## config.mk

```make
export PLATFORM = sky130hd
export DESIGN_NAME = ffbs_cfg
export DESIGN_NICKNAME = d
export VERILOG_FILES = /design/src/design/ffbs_pkg.sv /design/src/design/ffbs_cfg.sv
export SDC_FILE = /design/constraint.sdc
export NUM_CORES = 1
export LEC_CHECK = 0
export ABC_CLOCK_PERIOD_IN_PS = 1000
export BUFFER_PORTS_ARGS = -buffer_cell sky130_fd_sc_hd__buf_2
export CAP_MARGIN = 20
export CORE_ASPECT_RATIO = 1.25
export CORE_MARGIN = 2
export CORE_UTILIZATION = 43
export DETAILED_ROUTE_END_ITERATION = 8
export HOLD_SLACK_MARGIN = 0.1
export PLACE_DENSITY = 0.8
export SLEW_MARGIN = 20
export SYNTH_ARGS = -nofsm -noshare
export SYNTH_HDL_FRONTEND = slang
export SYNTH_SLANG_ARGS = --single-unit
```

## constraint.sdc

```tcl
create_clock -name clk -period 1 [get_ports clk]
set_input_delay 0.05 -clock clk [delete_from_list [all_inputs] [get_ports clk]]
set_output_delay 0.05 -clock clk [all_outputs]
set_load 0.05 [all_outputs]
```

## src/design/ffbs_pkg.sv

```systemverilog
// Package for the first-fit burst scheduler: status codes, opcodes,
// register indexes and the structs shared between the modules.
// No dependencies.
package ffbs_pkg;

  localparam int TAG_W   = 16;
  localparam int BURST_W = 16;
  localparam int TOTAL_W = 24;
  localparam int CAP_W   = 25;
  localparam int WIN_W   = 7;
  localparam int APB_AW  = 3;
  localparam int APB_DW  = 32;

  localparam logic OP_ENQUEUE = 1'b0;
  localparam logic OP_SELECT  = 1'b1;

  localparam logic REG_CAPACITY = 1'b0;
  localparam logic REG_WINDOW   = 1'b1;

  typedef enum logic [1:0] {
    ST_ENQUEUED = 2'd0,
    ST_FULL     = 2'd1,
    ST_SELECTED = 2'd2,
    ST_NONE     = 2'd3
  } ffbs_status_t;

  typedef struct packed {
    logic [CAP_W-1:0] capacity;
    logic [WIN_W-1:0] window;
  } ffbs_cfg_t;

  // broadcast to every cell for the fit check
  typedef struct packed {
    logic               eval;
    logic [TOTAL_W-1:0] exec_total;
    logic [CAP_W-1:0]   capacity;
    logic [WIN_W-1:0]   window;
  } ffbs_bcast_t;

endpackage

```

## src/design/ffbs_cfg.sv

```systemverilog
// APB register block: execution capacity and search window.
// Depends on ffbs_pkg.
module ffbs_cfg (
  input  logic                          clk,
  input  logic                          rst_n,
  input  logic                          psel,
  input  logic                          penable,
  input  logic                          pwrite,
  input  logic [ffbs_pkg::APB_AW-1:0]   paddr,
  input  logic [ffbs_pkg::APB_DW-1:0]   pwdata,
  output logic [ffbs_pkg::APB_DW-1:0]   prdata,
  output logic                          pready,
  output ffbs_pkg::ffbs_cfg_t           cfg
);
  import ffbs_pkg::*;

  logic [CAP_W-1:0] cap_r, cap_nxt;
  logic [WIN_W-1:0] win_r, win_nxt;
  logic             wr_en;

  assign pready = 1'b1;
  assign wr_en  = psel && penable && pwrite;

  always_comb begin
    cap_nxt = cap_r;
    win_nxt = win_r;
    if (wr_en) begin
      if (paddr[2] == REG_CAPACITY) begin
        cap_nxt = pwdata[CAP_W-1:0];
      end else begin
        win_nxt = pwdata[WIN_W-1:0];
      end
    end
  end

  always_ff @(posedge clk) begin
    if (!rst_n) begin
      cap_r <= '1;
      win_r <= '0;
    end else begin
      cap_r <= cap_nxt;
      win_r <= win_nxt;
    end
  end

  always_comb begin
    if (paddr[2] == REG_CAPACITY) begin
      prdata = {{(APB_DW-CAP_W){cap_r[CAP_W-1]}}, cap_r};
    end else begin
      prdata = {{(APB_DW-WIN_W){1'b0}}, win_r};
    end
  end

  assign cfg.capacity = cap_r;
  assign cfg.window   = win_r;

endmodule

```

==> metrics.cfg, run 1 <==
[global_routing]
grt_pass1_vias=1532
grt-ovfl-total=0
grt_max_degree=65
track_usage_pct=21.1
antenna_found_initial=0
grt_pass1_wl_um=6960

[synth]
syn_inst=178
synth_cell_type_count=13
postSynthAreaPerCell_um2=9.57
netlist_area_um2=1700
synth_warnings=0
synth_fp_nets=218
synth_seq_cells=32
synth_seq_area_share_pct=37.6

[finish]
synthToLayoutAreaGrowth_pct=74.2
antennaDiodeCount=0
seqCellArea_um2=683
final_cell_area_um2=2970
multiInputGateArea_um2=1050
drive_gt1_share_pct=57.5
fillers=264
fin_nets=334

[setup_path]
slowest_delay_ns=0.34
crit_fanout=8
worst-setup-path-type=reg2out
crit_path_start=cap_r[24]$_SDFFE_PN1P_
worstPathRequired_ns=0.95
rr_startpoint=cap_r[6]$_SDFFE_PN1P_
arrival_ns=1.06
endpoint_kind=primary output
worstPathBufferInverterCount=1
crit_family=flip-flops
cp-start-kind=flip-flop
crit_slowest_cell=dfxtp_4
path_cells=nor2b_4, buf_4

[run_status]
failed_checks=setup timing
status=complete, but fails checks

[die]
die_y_um=74.4
die_x_um=60.3
start_util_pct=45.0
dieArea_um2=4490
rows=25
io_pins=105
core_um2=3780

[place]
place_hpwl_um=2720
place_ws_ns=-0.00950
placed_cell_area_um2=2360
gp_congestion=0.689
portBuffers=94

[clock_network]
path_clk_slew_ns=0.06
cts_max_level=2
numCtsBuffers=5
cts-root-buf=clkbuf_8
cts_sinks=32
clockBufferDepth=2
cts_tree=built
clkLatencyLatePin_ns=0.29

[sta]
hold_viol_final=0
setup_ws_ns=-0.106
maxClockFrequency_ghz=0.904
holdWs_ns=0.234
skew_ns=0
tns_ns=-1.50
drv_slew=0
rsz0062_at_grt=yes
min_period_over_period_pct=111
setup_violations=15
min_period_ns=1.11

[routing]
wl_per_cell_um=13.5
wl_met3_um=291
vias=1604
dr.pass1.iters=4
drt_iter0_markers=33
drc=0
highest_layer=met4
met2_length_um=2600
wl_um=4690
met1Wirelength_um=1710
via_per_inst=4.61
ant_nets=0

[hold_path]
hold_start=rst_n
hold_class=in2reg

[power_and_ir_drop]
powerDensity_nw_per_um2=1130
ir_worst_vdd_mv=0.995
leakage_nw=1.33
totalPowerFinal_w=0.00337

[job]
cap_viol_max_count=0

==> sequential cells by signal, summed over array words and instances (netlist names) <==
| signal | flops |
|---|---|
| cap_r | 25 |
| win_r | 7 |
==> layout by cell type (no fill, tap or decap) <==
cell	netlist	final
buf_12	2	5
nor2b_1	68	50
buf_6	2	22
clkbuf_1	7	1
buf_4	8	15
and4b_1	1	1
mux2_4	0	4
dfxtp_2	0	31
buf_8	0	6
nor2b_4	0	18
mux2i_1	32	32
dlygate4sd3_1	0	25
clkinv_2	0	1
buf_2	3	58
clkbuf_8	0	5
and4_1	1	1
dfxtp_4	0	1
mux2_2	7	3
conb_1	1	1
nand2_1	14	14
==> Yosys cell counts <==
master / count / area share (%)
buf_4: 8 / 3.5
and4_1: 1 / 0.51
clkbuf_1: 7 / 1.5
dfxtp_1: 32 / 38
mux2i_1: 32 / 19
buf_6: 2 / 1.3
mux2_2: 7 / 4.6
nand2_1: 14 / 3.1
and4b_1: 1 / 0.59
buf_2: 3 / 0.88
conb_1: 1 / 0.22
nor2b_1: 68 / 25
buf_12: 2 / 2.3
==> final cells by class <==
class / count / area share, %
tap: 54 / 2.28
multi-input combinational: 124 / 35.4
timing repair buffer: 131 / 36.7
sequential: 32 / 23.0
clock buffer: 6 / 2.44
clock inverter: 1 / 0.169
==> timing repair <==
action                                  in CTS  in global routing
hold buffers                                25                  0
gates resized for setup                     57                 17
buffers inserted                             5                  1
gates cloned                                 0                  0
endpoints found under the setup margin      32                 33
endpoints found under the hold margin       32                  0
==> power by group <==
part	total (W)	internal (W)	leakage, nW	switching [W]
Combinational	0.00111	0.000469	1.04	0.000640
Clock	0.000928	0.000472	0.0410	0.000456
Sequential	0.00133	0.00131	0.252	0.0000225
==> routing by layer <==
| layer | GRT usage (%) | vias to the layer above |
|---|---|---|
| met5 | 0 | - |
| met4 | 8.15 | 0 |
| met3 | 8.17 | 9 |
| met2 | 39.4 | 62 |
| met1 | 20.4 | 737 |
| li1 | - | 796 |
==> per-stage QoR <==
step,cells,util (%)
floorplan,178,-
global placement,310,62.4
detailed placement,310,62.4
CTS,347,76.6
global route,348,78.4
finish,348,78.4
==> final timing paths <==
path	end	slack, ns	depth (start not counted)
setup / recovery	prdata[26]	-0.11	2
hold / removal	win_r[1]$_SDFFE_PN0P_	0.23	4
setup reg to reg	cap_r[6]$_SDFFE_PN1P_	0.13	4
hold reg to reg	win_r[1]$_SDFFE_PN0P_	0.46	2
==> worst reg2reg max path, cell delays in order (launching register included) <==
cell and delay (ns):
dfxtp_2 0.33, buf_4 0.14, buf_4 0.12, nor2b_1 0.09, mux2i_1 0.07
==> cells by family (layout without fill, tap and decap cells) <==
kind of cell	count (synthesis)	after routing	share of synthesized area, %
AND/OR/NAND/NOR	84	84	29.1
multiplexers	39	39	23.4
flip-flops	32	32	37.6
other	1	1	0.220
buffers and inverters	22	138	9.62
Power figures use the tool's default switching activity.
==> run 2, diff against run 1 <==
--- a/config.mk
+++ b/config.mk
@@ -5,6 +5,7 @@
 export SDC_FILE = /design/constraint.sdc
 export NUM_CORES = 1
 export LEC_CHECK = 0
+export ABC_AREA = 1
 export ABC_CLOCK_PERIOD_IN_PS = 1000
 export BUFFER_PORTS_ARGS = -buffer_cell sky130_fd_sc_hd__buf_2
 export CAP_MARGIN = 20
@@ -12,6 +13,7 @@
 export CORE_MARGIN = 2
 export CORE_UTILIZATION = 43
 export DETAILED_ROUTE_END_ITERATION = 8
+export GPL_TIMING_DRIVEN = 0
 export HOLD_SLACK_MARGIN = 0.1
 export PLACE_DENSITY = 0.8
 export SLEW_MARGIN = 20
==> run 2 against run 1 <==
  * The flow still finishes with violations (setup timing)
  * Non-clock buffer count up 26
  * Flip-flop and latch count unchanged
  * Sequential power up 3%
  * Wire length up 46%
  * First-iteration DRC count up 140%
  * Clock skew unchanged
  * Worst setup slack worse by 0.16 ns
  * Fmax down 13%
  * Critical path type unchanged
  * Critical endpoint unchanged
  * Largest cell class unchanged
  * Highest routed layer unchanged
==> metrics.cfg, run 2 <==
[synth]
yosysTopAreaCellShare_pct=37.0
synth_seq_area_share_pct=37.0
yosysTopAreaCell=dfxtp_1
synth_top_family_by_area=simple AND/OR/NAND/NOR gates
synth_seq_cells=32
syn_inst=227
synth_fp_nets=267
yosysMostFrequentCell=nand2_1
synthFlopType=dfxtp_1
synth_xor_xnor_area_share_pct=0
synthTopCellsByArea=dfxtp_1 37%, nand3_2 12%, nand2_2 12%
synth_simple_gate_area_share_pct=47.9
synth_cell_type_count=19
synth.area.mux_share_pct=0
ys_top_cells_by_count=47 x nand2_1, 32 x dfxtp_1, 32 x nand2_2, 32 x nor2_1, 25 x inv_1
synth_edf_count=0
synth_adder_area_share_pct=0
netlist_area_um2=1730
ys_async_sr_fraction_pct=0
synth_compound_area_share_pct=0
postSynthAreaPerCell_um2=7.63
synth_warnings=0

[power_and_ir_drop]
switching_share_pct=37.3
ir_worst_vdd_mv=0.912
powerDensity_nw_per_um2=1160
power_switching_w=0.00143
leakage_nw=1.66
seqPwrFrac_pct=35.9
power_frac_comb_pct=38.9
p_int_w=0.00240
clkPwrFrac_pct=25.3

[setup_path]
worstPathRequired_ns=0.95
ff2ff_setup_slack_ns=0.25
arrival_ns=1.22
reg2reg_depth=3
r2r-end=cap_r[13]$_SDFFE_PN1P_
cp-start-kind=flip-flop
rr_startpoint=cap_r[13]$_SDFFE_PN1P_
crit_fanout=6
endpoint_kind=primary output
worst-setup-path-type=reg2out

[clock_network]
path_clk_slew_ns=0.07
cts_sinks=32
clockBufferDepth=2
clkLatencyLatePin_ns=0.28
numCtsBuffers=5
cts-root-buf=clkbuf_8
cts_tree=built
cts_max_level=2

[die]
core_um2=3820
die_y_um=75.0
io_pins=105
rows=25
start_util_pct=45.4
die_x_um=60.8
dieArea_um2=4550

[routing]
drt_iter0_markers=79
via_per_inst=4.77
wl_um=6840
ant_nets=0
drc=0
wl_per_cell_um=16.0
vias=2036
dr.pass1.iters=4

[hold_path]
hold_class=in2reg
min_to=win_r[6]$_SDFFE_PN0P_
min_path_cells=4
hold_start=paddr[2]

[place]
gp_congestion=0.745
portBuffers=93
place_hpwl_um=3350
place_ws_ns=-0.247
placed_cell_area_um2=2470

[global_routing]
track_usage_pct=26.3
grt-ovfl-total=0
grt_max_degree=11
grt_pass1_wl_um=8690
grt_pass1_vias=1937
antenna_found_initial=0

[sta]
min_period_ns=1.27
setup_ws_ns=-0.268
maxClockFrequency_ghz=0.789
min_period_over_period_pct=127
rsz0062_at_grt=yes
drv_slew=0
holdWs_ns=0.168
setup_violations=12
skew_ns=0
hold_viol_final=0

[run_status]
failed_checks=setup timing
status=complete, but fails checks

[finish]
final_common_cell=buf_2
synthToLayoutAreaGrowth_pct=90.9
fin_nets=412
layout_common_cells=62 x buf_2, 44 x nand2_2, 35 x nand2_1
utilization_pct=86.6
antennaDiodeCount=0
reg_top3=cap_r (25), win_r (7)
largest_reg_flops=25
top_register=cap_r
final_cell_area_um2=3310
drive_gt1_share_pct=72.4

[job]
cap_viol_max_count=0

## run 2: per-layer routing
metal	vias to the layer above	part of all wire, %	global-route usage, %
met3	24	6.4	8.25
met1	954	37	25.4
met4	0	4.2	11.8
met2	96	52	49.7
met5	-	0	0
li1	962	-	-
## run 2: how the worst max path moves through the flow
| stage | start | end | slack, ns | cells after the start |
|---|---|---|---|---|
| 2_1_floorplan | cap_r[24]$_SDFFE_PN1P_ | prdata[25] | -0.20 | 3 |
| 3_3_place_gp | paddr[2] | prdata[29] | -0.23 | 5 |
| 3_5_place_dp | paddr[2] | prdata[28] | -0.25 | 5 |
| 4_1_cts | cap_r[24]$_SDFFE_PN1P_ | prdata[26] | -0.24 | 5 |
| 5_1_grt | cap_r[24]$_SDFFE_PN1P_ | prdata[30] | -0.31 | 5 |
| 6_report | cap_r[24]$_SDFFE_PN1P_ | prdata[26] | -0.27 | 5 |
## run 2: power by group through the flow
stage	clock, W	combinational, W	sequential [W]
global route	0.00103	0.00155	0.00138
CTS	0.000962	0.00131	0.00137
detailed placement	0	0.00109	0.00139
floorplan	0	0.000683	0.00155
finish	0.000967	0.00149	0.00137
global placement	0	0.00108	0.00139
## run 2: timing repair
item / in CTS / in global routing
hold buffers: 26 / 0
setup endpoints to repair: 32 / 33
resized for setup: 63 / 58
gates cloned: 0 / 0
pin swaps: 1 / 8
buffers inserted: 4 / 15
endpoints found under the hold margin: 31 / 0
## run 2: critical path, cell delays in order, from the launching register on
cell	delay, ns
dfxtp_4	0.35
inv_2	0.04
nor2_4	0.15
buf_4	0.16
buf_6	0.10
buf_8	0.13
## run 2: area by class of cell
cell class | instances | area [um2]
Inverter | 27 | 104
Buffer | 19 | 185
Timing Repair Buffer | 138 | 1190
Clock buffer | 7 | 76.3
Sequential cell | 32 | 683
Fill cell | 203 | 510
Multi-Input combinational cell | 149 | 998
Clock inverter | 1 | 5.00
Tap cell | 54 | 67.6
## run 2: through the flow
stage	instances	power [W]	TNS, ns
2_1_floorplan	227	0.00223	-1.38
3_3_place_gp	374	0.00247	-2.48
3_5_place_dp	374	0.00248	-2.75
4_1_cts	412	0.00364	-1.57
5_1_grt	427	0.00395	-2.64
6_report	427	0.00383	-1.92
## run 2: cells by family (layout without fill, tap and decap cells)
logic type | after synthesis | after routing
and+or+nand+nor | 148 | 148
buffers and inverters | 46 | 192
other | 1 | 1
DFF | 32 | 32
