**src/design/ffbs_pkg.sv**
```systemverilog
// Package for the first-fit burst scheduler: status codes, opcodes,
// register indexes and the structs shared between the modules.
// No dependencies.
package ffbs_pkg;

  localparam int TAG_W   = 16;
  localparam int BURST_W = 16;
  localparam int TOTAL_W = 24;
  localparam int CAP_W   = 25;
  localparam int WIN_W   = 7;
  localparam int APB_AW  = 3;
  localparam int APB_DW  = 32;

  localparam logic OP_ENQUEUE = 1'b0;
  localparam logic OP_SELECT  = 1'b1;

  localparam logic REG_CAPACITY = 1'b0;
  localparam logic REG_WINDOW   = 1'b1;

  typedef enum logic [1:0] {
    ST_ENQUEUED = 2'd0,
    ST_FULL     = 2'd1,
    ST_SELECTED = 2'd2,
    ST_NONE     = 2'd3
  } ffbs_status_t;

  typedef struct packed {
    logic [CAP_W-1:0] capacity;
    logic [WIN_W-1:0] window;
  } ffbs_cfg_t;

  // broadcast to every cell for the fit check
  typedef struct packed {
    logic               eval;
    logic [TOTAL_W-1:0] exec_total;
    logic [CAP_W-1:0]   capacity;
    logic [WIN_W-1:0]   window;
  } ffbs_bcast_t;

endpackage

```
**src/design/ffbs_cell.sv**
```systemverilog
// One queue slot: holds a tag and burst, checks its own fit and shifts
// towards the head when an older entry is removed. Depends on ffbs_pkg.
module ffbs_cell #(
  parameter int IDX = 0,
  parameter int CW  = 7
) (
  input  logic                          clk,
  input  logic                          load_en,
  input  logic [ffbs_pkg::TAG_W-1:0]    load_tag,
  input  logic [ffbs_pkg::BURST_W-1:0]  load_burst,
  input  logic                          shift_en,
  input  logic [ffbs_pkg::TAG_W-1:0]    nxt_tag,
  input  logic [ffbs_pkg::BURST_W-1:0]  nxt_burst,
  input  ffbs_pkg::ffbs_bcast_t         bcast,
  input  logic [CW-1:0]                 count,
  output logic [ffbs_pkg::TAG_W-1:0]    tag,
  output logic [ffbs_pkg::BURST_W-1:0]  burst,
  output logic                          hit
);
  import ffbs_pkg::*;

  localparam logic             IDX_SMALL = (IDX < (1 << WIN_W));
  localparam logic [WIN_W-1:0] IDX_W     = WIN_W'(IDX % (1 << WIN_W));
  localparam logic [CW-1:0]    IDX_C     = CW'(IDX);

  logic [TAG_W-1:0]   tag_r;
  logic [BURST_W-1:0] burst_r;
  logic               hit_r;
  logic [CAP_W-1:0]   sum;
  logic               unlimited, fit, occupied, in_win, hit_nxt;

  always_comb begin
    unlimited = bcast.capacity[CAP_W-1];
    sum       = {{(CAP_W-BURST_W){1'b0}}, burst_r} + {1'b0, bcast.exec_total};
    fit       = unlimited || (sum <= {1'b0, bcast.capacity[CAP_W-2:0]});
    occupied  = count > IDX_C;
    // window of zero searches everything
    in_win    = unlimited || (bcast.window == '0) || (IDX_SMALL && (bcast.window > IDX_W));
    hit_nxt   = occupied && fit && in_win;
  end

  always_ff @(posedge clk) begin
    if (load_en) begin
      tag_r   <= load_tag;
      burst_r <= load_burst;
    end else if (shift_en) begin
      tag_r   <= nxt_tag;
      burst_r <= nxt_burst;
    end
    if (bcast.eval) begin
      hit_r <= hit_nxt;
    end
  end

  assign tag   = tag_r;
  assign burst = burst_r;
  assign hit   = hit_r;

endmodule

```
**config.mk**
```make
export PLATFORM = sky130hd
export DESIGN_NAME = ffbs_cell
export DESIGN_NICKNAME = d
export VERILOG_FILES = /design/src/design/ffbs_pkg.sv /design/src/design/ffbs_cell.sv
export SDC_FILE = /design/constraint.sdc
export NUM_CORES = 1
export LEC_CHECK = 0
export BUFFER_PORTS_ARGS = -buffer_cell sky130_fd_sc_hd__buf_2
export CORE_MARGIN = 2
export CORE_UTILIZATION = 45
export CTS_CLUSTER_SIZE = 40
export DETAILED_ROUTE_END_ITERATION = 8
export GPL_TIMING_DRIVEN = 1
export MAX_ROUTING_LAYER = met4
export PLACE_DENSITY = 0.8
export SLEW_MARGIN = 5
export SYNTH_ARGS = -nofsm -noshare
export SYNTH_HDL_FRONTEND = slang
export SYNTH_SLANG_ARGS = --single-unit
```
**constraint.sdc**
```tcl
create_clock -name clk -period 9.65 [get_ports clk]
set_input_delay 1.4475 -clock clk [delete_from_list [all_inputs] [get_ports clk]]
set_output_delay 1.4475 -clock clk [all_outputs]
set_load 0.02 [all_outputs]
```
==> out/results.txt, run 1 <==
Clock-pin slew was measured on the worst setup and hold paths at 0.08 ns. Clock period minus worst slack: 4.777 ns. The kind of end point of the critical path was a flip-flop. The count of unique library cells instantiated by Yosys is 50, and the share of layout cells above drive strength 1 is 44.86%. The critical path contains buffers and inverters numbering 2 combined. Total nets after synthesis: 470.

The most prevalent standard cell on the critical path was sky130_fd_sc_hd__ha_1. The mean area per synthesized cell was 10.22 um^2; the worst hold slack was 1.080 ns. The signal on the critical path passes through buf_2 > ha_1 > inv_1 > fa_1 > nor2b_4 > o31a_1 > o311a_4 > a2111oi_2 > nor3_1 > xor2_1 > ha_1 > nand4_1 > nor4_1 > nand3_1 > o21a_1 > o311a_1 > a211oi_1. The run gives 20.77% as the global-route usage over all layers. The clock sink count came out at 33. The slowest stage cell on the critical path was sky130_fd_sc_hd__o311a_4. TritonCTS built the clock tree. The number of global-route vias before repair is 2823. The number of setup buffers added after CTS is 0, and the post-cts gate resize count is 0. Deepest level of the CTS H-tree: 2.

The first TritonRoute pass finished after 4 iterations. Global routing finished with a remaining overflow of 0. In this run the horizontal extent of the chip is 86.27 um. On the final layout, the worst clock skew is 0.01033 ns. The run gives 4.90 ns as the arrival time of data at the critical path endpoint. Setup repair after global routing left no endpoint under its margin. The tightest min-delay check is of the reg2reg type. Kind of critical path: in2reg. In the routed design, unresolved DRC markers number 0.

In the routed layout, each cell is associated on average with a via count of 5.264. The floorplan step defined a core boundary enclosing 0.006459 mm^2. Share of the core filled with cells: 62.57%. The run gives 6282 um as the detailed placement HPWL.

Yosys instantiated no cell more often than sky130_fd_sc_hd__ha_1. For this design the ratio of total power to cell area is 144.2 mW/mm^2. After synthesis, the share of flip-flops with an asynchronous set or reset is 0%. The wire length per cell works out to 14.00 um. The required time at the endpoint of the critical path was 9.77 ns; the fmax was 209.3 MHz. From synthesis to final layout, the design area changed by 32.70%. During placement, the flow inserted port buffers numbering 156.

On the worst path, the slowest cell contributes a delay of 0.40 ns. Ranked by instance count, the synthesized netlist is headed by sky130_fd_sc_hd__ha_1 (40), sky130_fd_sc_hd__inv_1 (35), sky130_fd_sc_hd__edfxtp_1 (33). The detail route stage leaves a number of antenna-violating nets equal to 0. 0 antenna diodes ended up in the layout. For the final routed database, the setup TNS stands at 0 ns. The initial antenna violation count is 0, and the number of max-cap violations is 0. The flow ran to the end, and the final reports show no timing, DRC or antenna violations. The net count of the finished layout is 628. The cell family contributing the most delay on the critical path was compound AO/OA/AOI/OAI gates. The row count was 29; the overall die area was 0.007442 mm^2. The logs give 0.1325 mV for the maximum vdd drop and 0 for the final setup violation count. The worst path uses 49.50% of the clock period. Across all layers, the routed design uses 2811 vias. Entering global routing, the biggest net connects 34 pins. The longest clock path from root to sink contains 2 buffers. The initial standard-cell utilization of the core was 47.15%. The number of max-slew violations in the final report was 0. The final layout contains routed wiring with a total length of 7478 um. By area the synthesized netlist is led by sky130_fd_sc_hd__edfxtp_1 (33%), sky130_fd_sc_hd__ha_1 (16%), sky130_fd_sc_hd__mux2_2 (12%). Synthesis handed over a netlist of 298 instances. The final hold violation count came out at 0.

The clock root buffer master is sky130_fd_sc_hd__clkbuf_8. In this run the biggest area consumer among cell types represents 32.54% of the synthesized area. Counting the buffers created by CTS gives 5.

Synthesis inferred 33 register bits. The post-synthesis cell area is 0.003045 mm^2. Flip-flop cell with the highest count after synthesis: sky130_fd_sc_hd__edfxtp_1. For the clock latency on the worst-skew pair, the log shows 0.29 ns. The relative max-transition margin came out at 50.65%. Of all cell types, the one taking the most synthesized area is sky130_fd_sc_hd__edfxtp_1.

The I/O pin count came out at 164. The die is 86.27 um tall. The congestion estimate from routability-driven global placement came to 0.8393. Critical path launch point type: an input pin. The synthesized design contains 33 enable-type register cells.

Of all nets on the critical path, the largest fanout is 5. Hold repair after CTS inserted 0 buffers. The slew at the pin closest to its max-slew limit came out at 0.7402 ns. The first global-routing pass estimated 11990 um of wire. Of the synthesized area, sequential elements account for 32.54%. Yosys printed 0 warnings. The number of DRC markers after the initial detailed-route iteration is 49. Static power due to leakage: 1.988 nW.
-- report_power, final --
| group | internal [mW] | switching (mW) | leakage [nW] |
|---|---|---|---|
| Clock | 0.104 | 0.0573 | 0.0687 |
| Sequential | 0.176 | 0.00611 | 0.335 |
| Combinational | 0.109 | 0.130 | 1.58 |
-- state kept, by name, summed over array words and instances, names as in the netlist --
name / flops
burst: 16
hit: 1
tag: 16
-- cells in the final DEF (no fill, tap or decap), drive strengths merged, types with 6 or more instances in the layout --
master	n
edfxtp	33
o211ai	6
xor2	7
mux2	32
ha	40
o21ai	9
xnor2	9
nand2	13
nor2	11
a21oi	19
a211oi	8
inv	36
buf	156
a21o	9
-- logic make-up after synthesis --
| family | synth area share, % |
|---|---|
| AO/OA/AOI/OAI | 16.84 |
| multiplexers | 11.83 |
| AND/OR/NAND/NOR | 12.16 |
| XOR/XNOR | 4.602 |
| flip-flops | 32.54 |
| buffers and inverters | 4.930 |
| adder cells (fa/ha/maj) | 17.09 |
-- tightest hold or removal path: cells and delay by family (launching register included) --
kind,cells,cell delay [ns]
AOI/OAI and AO/OA,3,0.29
DFF,1,0.35
adders and majority gates,1,0.16
and+or+nand+nor,1,0.13
-- layout make-up --
type                    instances  area (um^2)
clock buffers                   5        68.82
clock inverters                 3        68.82
fillers                       570         2417
inverters                      35        131.4
multi-input cells             225         1904
flip-flops and latches         33        991.0
well taps                      77        96.34
repair buffers                156        780.7
-- metal layers --
metal	share of wire, %	vias to the layer above	routed length, um	global-route usage [%]
li1	-	1440	-	-
met3	6.8	11	511	4.095
met5	0	-	0	-
met1	42	1250	3108	23.60
met2	50	110	3747	37.00
met4	1.5	0	111	6.250
-- metrics by stage --
stage | cells | cell area [um^2] | setup slack, ns | total power, mW
after floorplan | 298 | 3045 | 4.990 | 0.3513
after global placement | 526 | 3904 | 4.673 | 0.4163
after detailed placement | 526 | 3904 | 4.577 | 0.4255
after CTS | 534 | 4041 | 4.866 | 0.5867
after global routing | 534 | 4041 | 4.564 | 0.6212
final | 534 | 4041 | 4.873 | 0.5828
-- worst paths after layout --
path,end,slack (ns),start,depth (start not counted)
min,hit,1.08,burst[14],5
max,hit,4.87,bcast[32],17
min reg2reg,hit,1.08,burst[14],5
max reg2reg,hit,5.72,burst[0],16
Power figures use the tool's default switching activity.
==> inputs of run 2 (changes only) <==
==> constraint.sdc (replaced) <==
create_clock -name clk -period 4.65 [get_ports clk]
set_input_delay 0.6975 -clock clk [delete_from_list [all_inputs] [get_ports clk]]
set_output_delay 0.6975 -clock clk [all_outputs]
set_load 0.02 [all_outputs]
==> run 2 against run 1 <==
Hold slack worse by 0.47 ns. Utilization stayed put. Critical path depth stayed put. Combinational power is 110% higher. Largest cell class unchanged. Clock skew is 0.0022 ns lower. Clock-buffer cell count stayed put. Final cell count stayed put. Die area stayed put. Routed wire length hardly changed. Via count is 0.75% higher.
==> out/results.txt, run 2 (synthesis results as in run 1) <==
Row count: 29. Net switching is 33.07% of the power. The run gives 5 as the number of CTS-inserted buffers.

The tools report the critical register-to-register path startpoint as burst[0]. The worst min-delay path category is in2reg. The internal portion of the total power is 0.8083 mW. In the layout the commonest cells are sky130_fd_sc_hd__buf_2 (156), sky130_fd_sc_hd__ha_1 (40), sky130_fd_sc_hd__inv_1 (35). The longest clock path from root to sink contains 2 buffers. Initial standard-cell utilization of the core: 47.15%. Entering global routing, the biggest net connects 34 pins. The tools report the number of max-slew violations in the final report as 0.

Wires add up to 7485 um. After the flow finishes, the layout carries non-filler instances totaling 534. The tools report the post-cts gate resize count as 0.

STA classifies the critical path endpoint as a flip-flop. The power density normalized to cell area was 298.8 mW/mm^2. The H-tree was split into 2 levels. For the final setup skew, the log shows 0.008105 ns. Global routing finished with a remaining overflow of 0. Commonest non-fill, non-tap cell in the layout: sky130_fd_sc_hd__buf_2.

In the global route stage, overall resource usage came out at 20.74%. The initial antenna violation count is 0, and the share of the clock period used by the worst path after layout is 86.16%. For the clock sink count, the log shows 33.

The count of buffer and inverter cells on the critical path is 2. Once detailed placement completed, the half-perimeter wirelength came to 6315 um. Overall die area: 0.007442 mm^2.

For this run, the post-layout net count is 628. The tools report the final setup violation count as 0. The worst hold slack was 0.6062 ns; the share of the core filled with cells was 62.57%. The slew at the pin closest to its max-slew limit came out at 0.7434 ns. The worst setup path is of the in2reg kind. The final routed DRC violation total is 0.

TritonCTS built the clock tree. Summed over all nets, the switching power comes to 0.3993 mW. On the critical path, the stage with the largest delay is an instance of sky130_fd_sc_hd__o311a_4.

Walking the worst path, the cells encountered are buf_2 > ha_1 > inv_1 > fa_1 > nor2b_4 > o31a_1 > o311a_4 > a2111oi_2 > nor3_1 > xor2_1 > ha_1 > nand4_1 > nor4_1 > nand3_1 > o21a_1 > o311a_1 > a211oi_1. The share of layout cells above drive strength 1 was 44.86%. The number of max-cap violations is 0.

After clock tree synthesis, the clock-pin slew on the worst setup and hold paths is 0.08 ns. The run gives 1.208 mW as the post-layout total power. Post-CTS timing repair inserted 0 buffers for setup. Measured against its own limit, the worst slew margin works out to 50.44%. The cell that appears most often on the critical path is sky130_fd_sc_hd__ha_1.

The number of global-route vias before repair is 2847. During I/O placement, the number of pins put on the boundary was 164. After detailed placement, the design holds a cell count of 526. The largest single stage delay on the critical path is 0.41 ns. The clock network fraction of total power came out at 27.8%.

Setup repair after global routing left no endpoint under its margin. Largest fanout of any net on the critical path: 5. The run gives 0 as the antenna diode instance count.

The clock period minus worst slack was 4.007 ns; the number of DRC markers after the initial detailed-route iteration was 96. The die is 86.27 um wide. The cell family contributing the most delay on the critical path is compound AO/OA/AOI/OAI gates.

Setup slack closes at 0.6434 ns. The die extent in y came out at 86.27 um. Of the total power, registers draw 31.4%.

Critical path launch point type: an input pin. The logs give 1.988 nW for the static power due to leakage and 0 for the cts-stage hold buffer count. The mean number of vias per cell is 5.303, and the wire length per cell is 14.02 um. Number of I/O port buffers: 156. The run finished with clean final reports. The tools report the worst setup slack after placement as 0.3414 ns. The routed layout has 2832 vias.

The arrival time of data at the critical path endpoint is 4.14 ns. The area growth from synthesis to layout was 32.70%. For the wire length of the first global-routing pass, the log shows 12040 um. Once layout is done, the placed cells without fillers occupy 0.004041 mm^2. The run gives 543 as the number of filler cells placed in the layout.

The run gives 0 ns as the final sum of negative setup slack. Clock tree synthesis selected as its root buffer the cell sky130_fd_sc_hd__clkbuf_8. The detail route stage leaves a number of antenna-violating nets equal to 0. The fmax is 249.6 MHz. VDD sags by at most 0.2069 mV. The launch point of the worst hold path was bcast[56]. The congestion estimate from routability-driven global placement came to 0.8156.

The share of power burned in combinational logic is 40.9%, and the final hold violation count is 0. Timing startpoint of the critical path: bcast[32]. Data on the critical path is required at its endpoint by 4.78 ns. The post-place instance area was 0.003904 mm^2. The detailed-router iteration count before antenna repair came out at 4. The clock latency on the worst-skew pair is 0.29 ns, and the core outline area is 0.006459 mm^2.
run 2: cell counts in the layout (fill, tap and decap cells not counted):
Identical to the previous run, type by type.
run 2: layout make-up:
cell class	count	area, um^2	area share (%)
flip-flops and latches	33	991.0	24.52
well taps	77	96.34	2.384
clock buffers	5	68.82	1.703
repair buffers	156	780.7	19.32
clock inverters	3	68.82	1.703
inverters	35	131.4	3.251
multi-input cells	225	1904	47.12
run 2: worst register-to-register path, delay by kind of cell, from the launching register on:
kind / cells / cell delay [ns]
AO/OA/AOI/OAI: 6 / 1.49
AND/OR/NAND/NOR: 5 / 0.85
adder cells (fa/ha/maj): 3 / 0.77
flip-flops: 1 / 0.39
XOR/XNOR: 1 / 0.16
buffers and inverters: 1 / 0.07
run 2: routing by layer:
layer	up-vias	part of all wire (%)	global-route usage (%)	wire length, um
met5	-	0	-	0
met2	125	49	36.72	3678
met1	1254	41	23.37	3096
met3	16	7.8	4.667	581
met4	0	1.7	6.250	129
li1	1437	-	-	-
run 2: final timing paths:
kind	endpoint	slack, ns	cells after the start
min reg2reg	hit	1.12	5
max	hit	0.64	17
max reg2reg	hit	0.77	16
min	hit	0.61	1
run 2: power groups by stage:
stage / Sequential [mW] / Clock (mW) / Combinational (mW)
finish: 0.379 / 0.335 / 0.494
global route: 0.383 / 0.351 / 0.556
CTS: 0.379 / 0.339 / 0.497
detailed placement: 0.386 / 0 / 0.495
global placement: 0.384 / 0 / 0.479
floorplan: 0.428 / 0 / 0.301
==> inputs of run 3 (changes only) <==
--- a/config.mk
+++ b/config.mk
@@ -6,7 +6,7 @@
 export NUM_CORES = 1
 export LEC_CHECK = 0
 export BUFFER_PORTS_ARGS = -buffer_cell sky130_fd_sc_hd__buf_2
-export CORE_MARGIN = 2
+export CORE_MARGIN = 3
 export CORE_UTILIZATION = 45
 export CTS_CLUSTER_SIZE = 40
 export DETAILED_ROUTE_END_ITERATION = 8
==> run 3 against run 2 <==
Power fell by 4.9%. Largest power group unchanged. Sequential cell count did not move. Clock-buffer cell count did not move. Clock skew rose by 0.0022 ns. Critical endpoint unchanged. Worst setup slack got worse by 0.0018 ns. Routed wire length rose by 1.8%. Utilization fell by 0.35 points. Critical path depth did not move.
==> out/results.txt, run 3 (synthesis results as in run 1) <==
For the detailed-router iteration count before antenna repair, the log shows 4. The final hold violation count is 0. The die covers 0.007791 mm^2. TritonCTS built the clock tree.

Initial standard-cell utilization of the core: 47.15%. Clock tree synthesis found a total of 33 sinks. The slew at the pin closest to its max-slew limit was 0.7246 ns; the pin count of the biggest net entering global routing was 34. Setup violations remaining at the end of the flow were counted as 0. The commonest non-fill, non-tap cell in the layout is sky130_fd_sc_hd__buf_2. Once detailed placement completed, the half-perimeter wirelength came to 6460 um.

The fmax is 249.5 MHz, and the post-layout total power is 1.148 mW. Kind of critical path: in2reg. The cell family contributing the most delay on the critical path is compound AO/OA/AOI/OAI gates. In the final routed layout, each cell accounts on average for 14.27 um. The congestion estimate from routability-driven global placement came to 0.8224. In the layout the commonest cells are sky130_fd_sc_hd__buf_2 (156), sky130_fd_sc_hd__ha_1 (40), sky130_fd_sc_hd__inv_1 (35).

The run gives 0 as the final routed DRC violation total. The required time at the endpoint of the critical path was 4.77 ns; the clock period minus worst slack was 4.008 ns. The setup check on the worst reg-to-reg path leaves a slack of 0.77 ns. The number of antenna-violating nets in the routed design was 0.

Headroom to the max-slew limit came out at 51.69%. After the first detailed-routing iteration, the DRC count stood at 67. The clock reaches the later pin of the worst-skew pair after 0.28 ns. The static power due to leakage is 1.974 nW, and the power density normalized to cell area is 285.7 mW/mm^2. The number of global-route vias before repair is 2767. The number of vias after detailed routing is 2819, and the post-cts gate resize count is 0. STA classifies the critical path endpoint as a flip-flop. The clock arrives with 0.01035 ns of skew.

In the global route stage, overall resource usage came out at 20.10%. The area used by multi-input combinational logic is 0.001904 mm^2. The share of the clock period used by the worst path after layout works out to 86.20%.

The tools report the antenna diode instance count as 0. The final layout net count is 628, and the maximum vdd drop is 0.1913 mV. The register clock-pin slew on the reported worst setup and hold paths was 0.08 ns. The tools report the initial antenna violation count as 0.

The critical path contains buffers and inverters numbering 2 combined. Critical path launch point type: an input pin. The run finished with clean final reports. The run gives 0 as the number of max-slew violations in the final report. Clock root buffer master: sky130_fd_sc_hd__clkbuf_8. Slowest stage cell on the critical path: sky130_fd_sc_hd__o311a_4. The number of I/O port buffers came out at 156.

The most prevalent standard cell on the critical path was sky130_fd_sc_hd__ha_1. Worst min-delay path category: in2reg. The largest single stage delay on the critical path is 0.41 ns. The number of setup buffers added after CTS is 0. The floorplan step defined a core boundary enclosing 0.006459 mm^2. At the placement stage, the worst setup path has a slack of 0.3434 ns. Compared with the post-synthesis result, the final layout area differs by 31.96%. The sum of overflow across all layers after global routing is 0.

The first global-routing pass estimated 12040 um of wire. Hold repair after CTS inserted 0 buffers. Across the run, the number of max-cap violations was 0. For this block, the routed nets add up to 7622 um of wire. The I/O pin count was 164. The critical path goes through buf_2 > ha_1 > inv_1 > fa_1 > nor2b_4 > o31a_1 > o311a_4 > a2111oi_2 > nor3_1 > xor2_1 > ha_1 > nand4_1 > nor4_1 > nand3_1 > o21a_1 > o311a_1 > a211oi_1. The run gives 29 as the row count. Setup repair after global routing left no endpoint under its margin.

Registers take 991.0 um^2. The number of filler cells placed in the layout is 577. In the post-route analysis, the smallest setup slack over all paths is 0.6416 ns.

The final sum of negative setup slack came out at 0 ns. In the final layout, the share of cells above drive strength 1 is 44.86%. From bottom edge to top edge, the die measures 88.27 um.

Counting the buffers created by CTS gives 5. At the end of the flow the core is filled with cells to 62.22%. The maximum count of clock buffers along a single path is 2, and the width of the chip is 88.27 um.

Dividing the detail-routed via count by the number of cells gives 5.279. The deepest level of the CTS H-tree is 2, and the largest fanout of any net on the critical path is 5. The tightest hold path in the finished design has a slack of 0.6086 ns. The tools report the arrival time of data at the critical path endpoint as 4.13 ns.
==> run 3: final timing paths <==
kind	startpoint	depth (start not counted)	to
worst max-delay path	bcast[32]	17	hit
worst min-delay path	bcast[56]	1	hit
worst max register to register	burst[0]	16	hit
worst min register to register	burst[14]	5	hit
==> run 3: per-stage QoR <==
step                      std cells  instance area, um^2
after global placement          526                 3904
after global routing            534                 4019
after detailed placement        526                 3904
after floorplan                 298                 3045
after CTS                       534                 4019
final                           534                 4019
==> run 3: routing by layer <==
metal / vias to the layer above / GRT usage [%] / wire length [um] / part of all wire (%)
met4: 0 / 5.632 / 121 / 1.6
li1: 1441 / - / - / -
met5: - / - / 0 / 0
met1: 1257 / 22.89 / 3104 / 41
met2: 112 / 35.69 / 3828 / 50
met3: 9 / 4.097 / 567 / 7.4
==> run 3: power breakdown <==
part / internal, mW / leakage (nW) / switching [mW]
sequential: 0.366 / 0.335 / 0.0121
clock: 0.160 / 0.0543 / 0.117
combinational: 0.226 / 1.58 / 0.267
total: 0.752 / 1.97 / 0.396
==> run 3: final cells by class <==
cell class / count / area share [%]
Clock buffer: 5 / 1.712
Tap cell: 77 / 2.397
Clock inverter: 3 / 1.152
Timing Repair Buffer: 156 / 19.43
Multi-Input combinational cell: 225 / 47.38
Sequential cell: 33 / 24.66
Inverter: 35 / 3.269
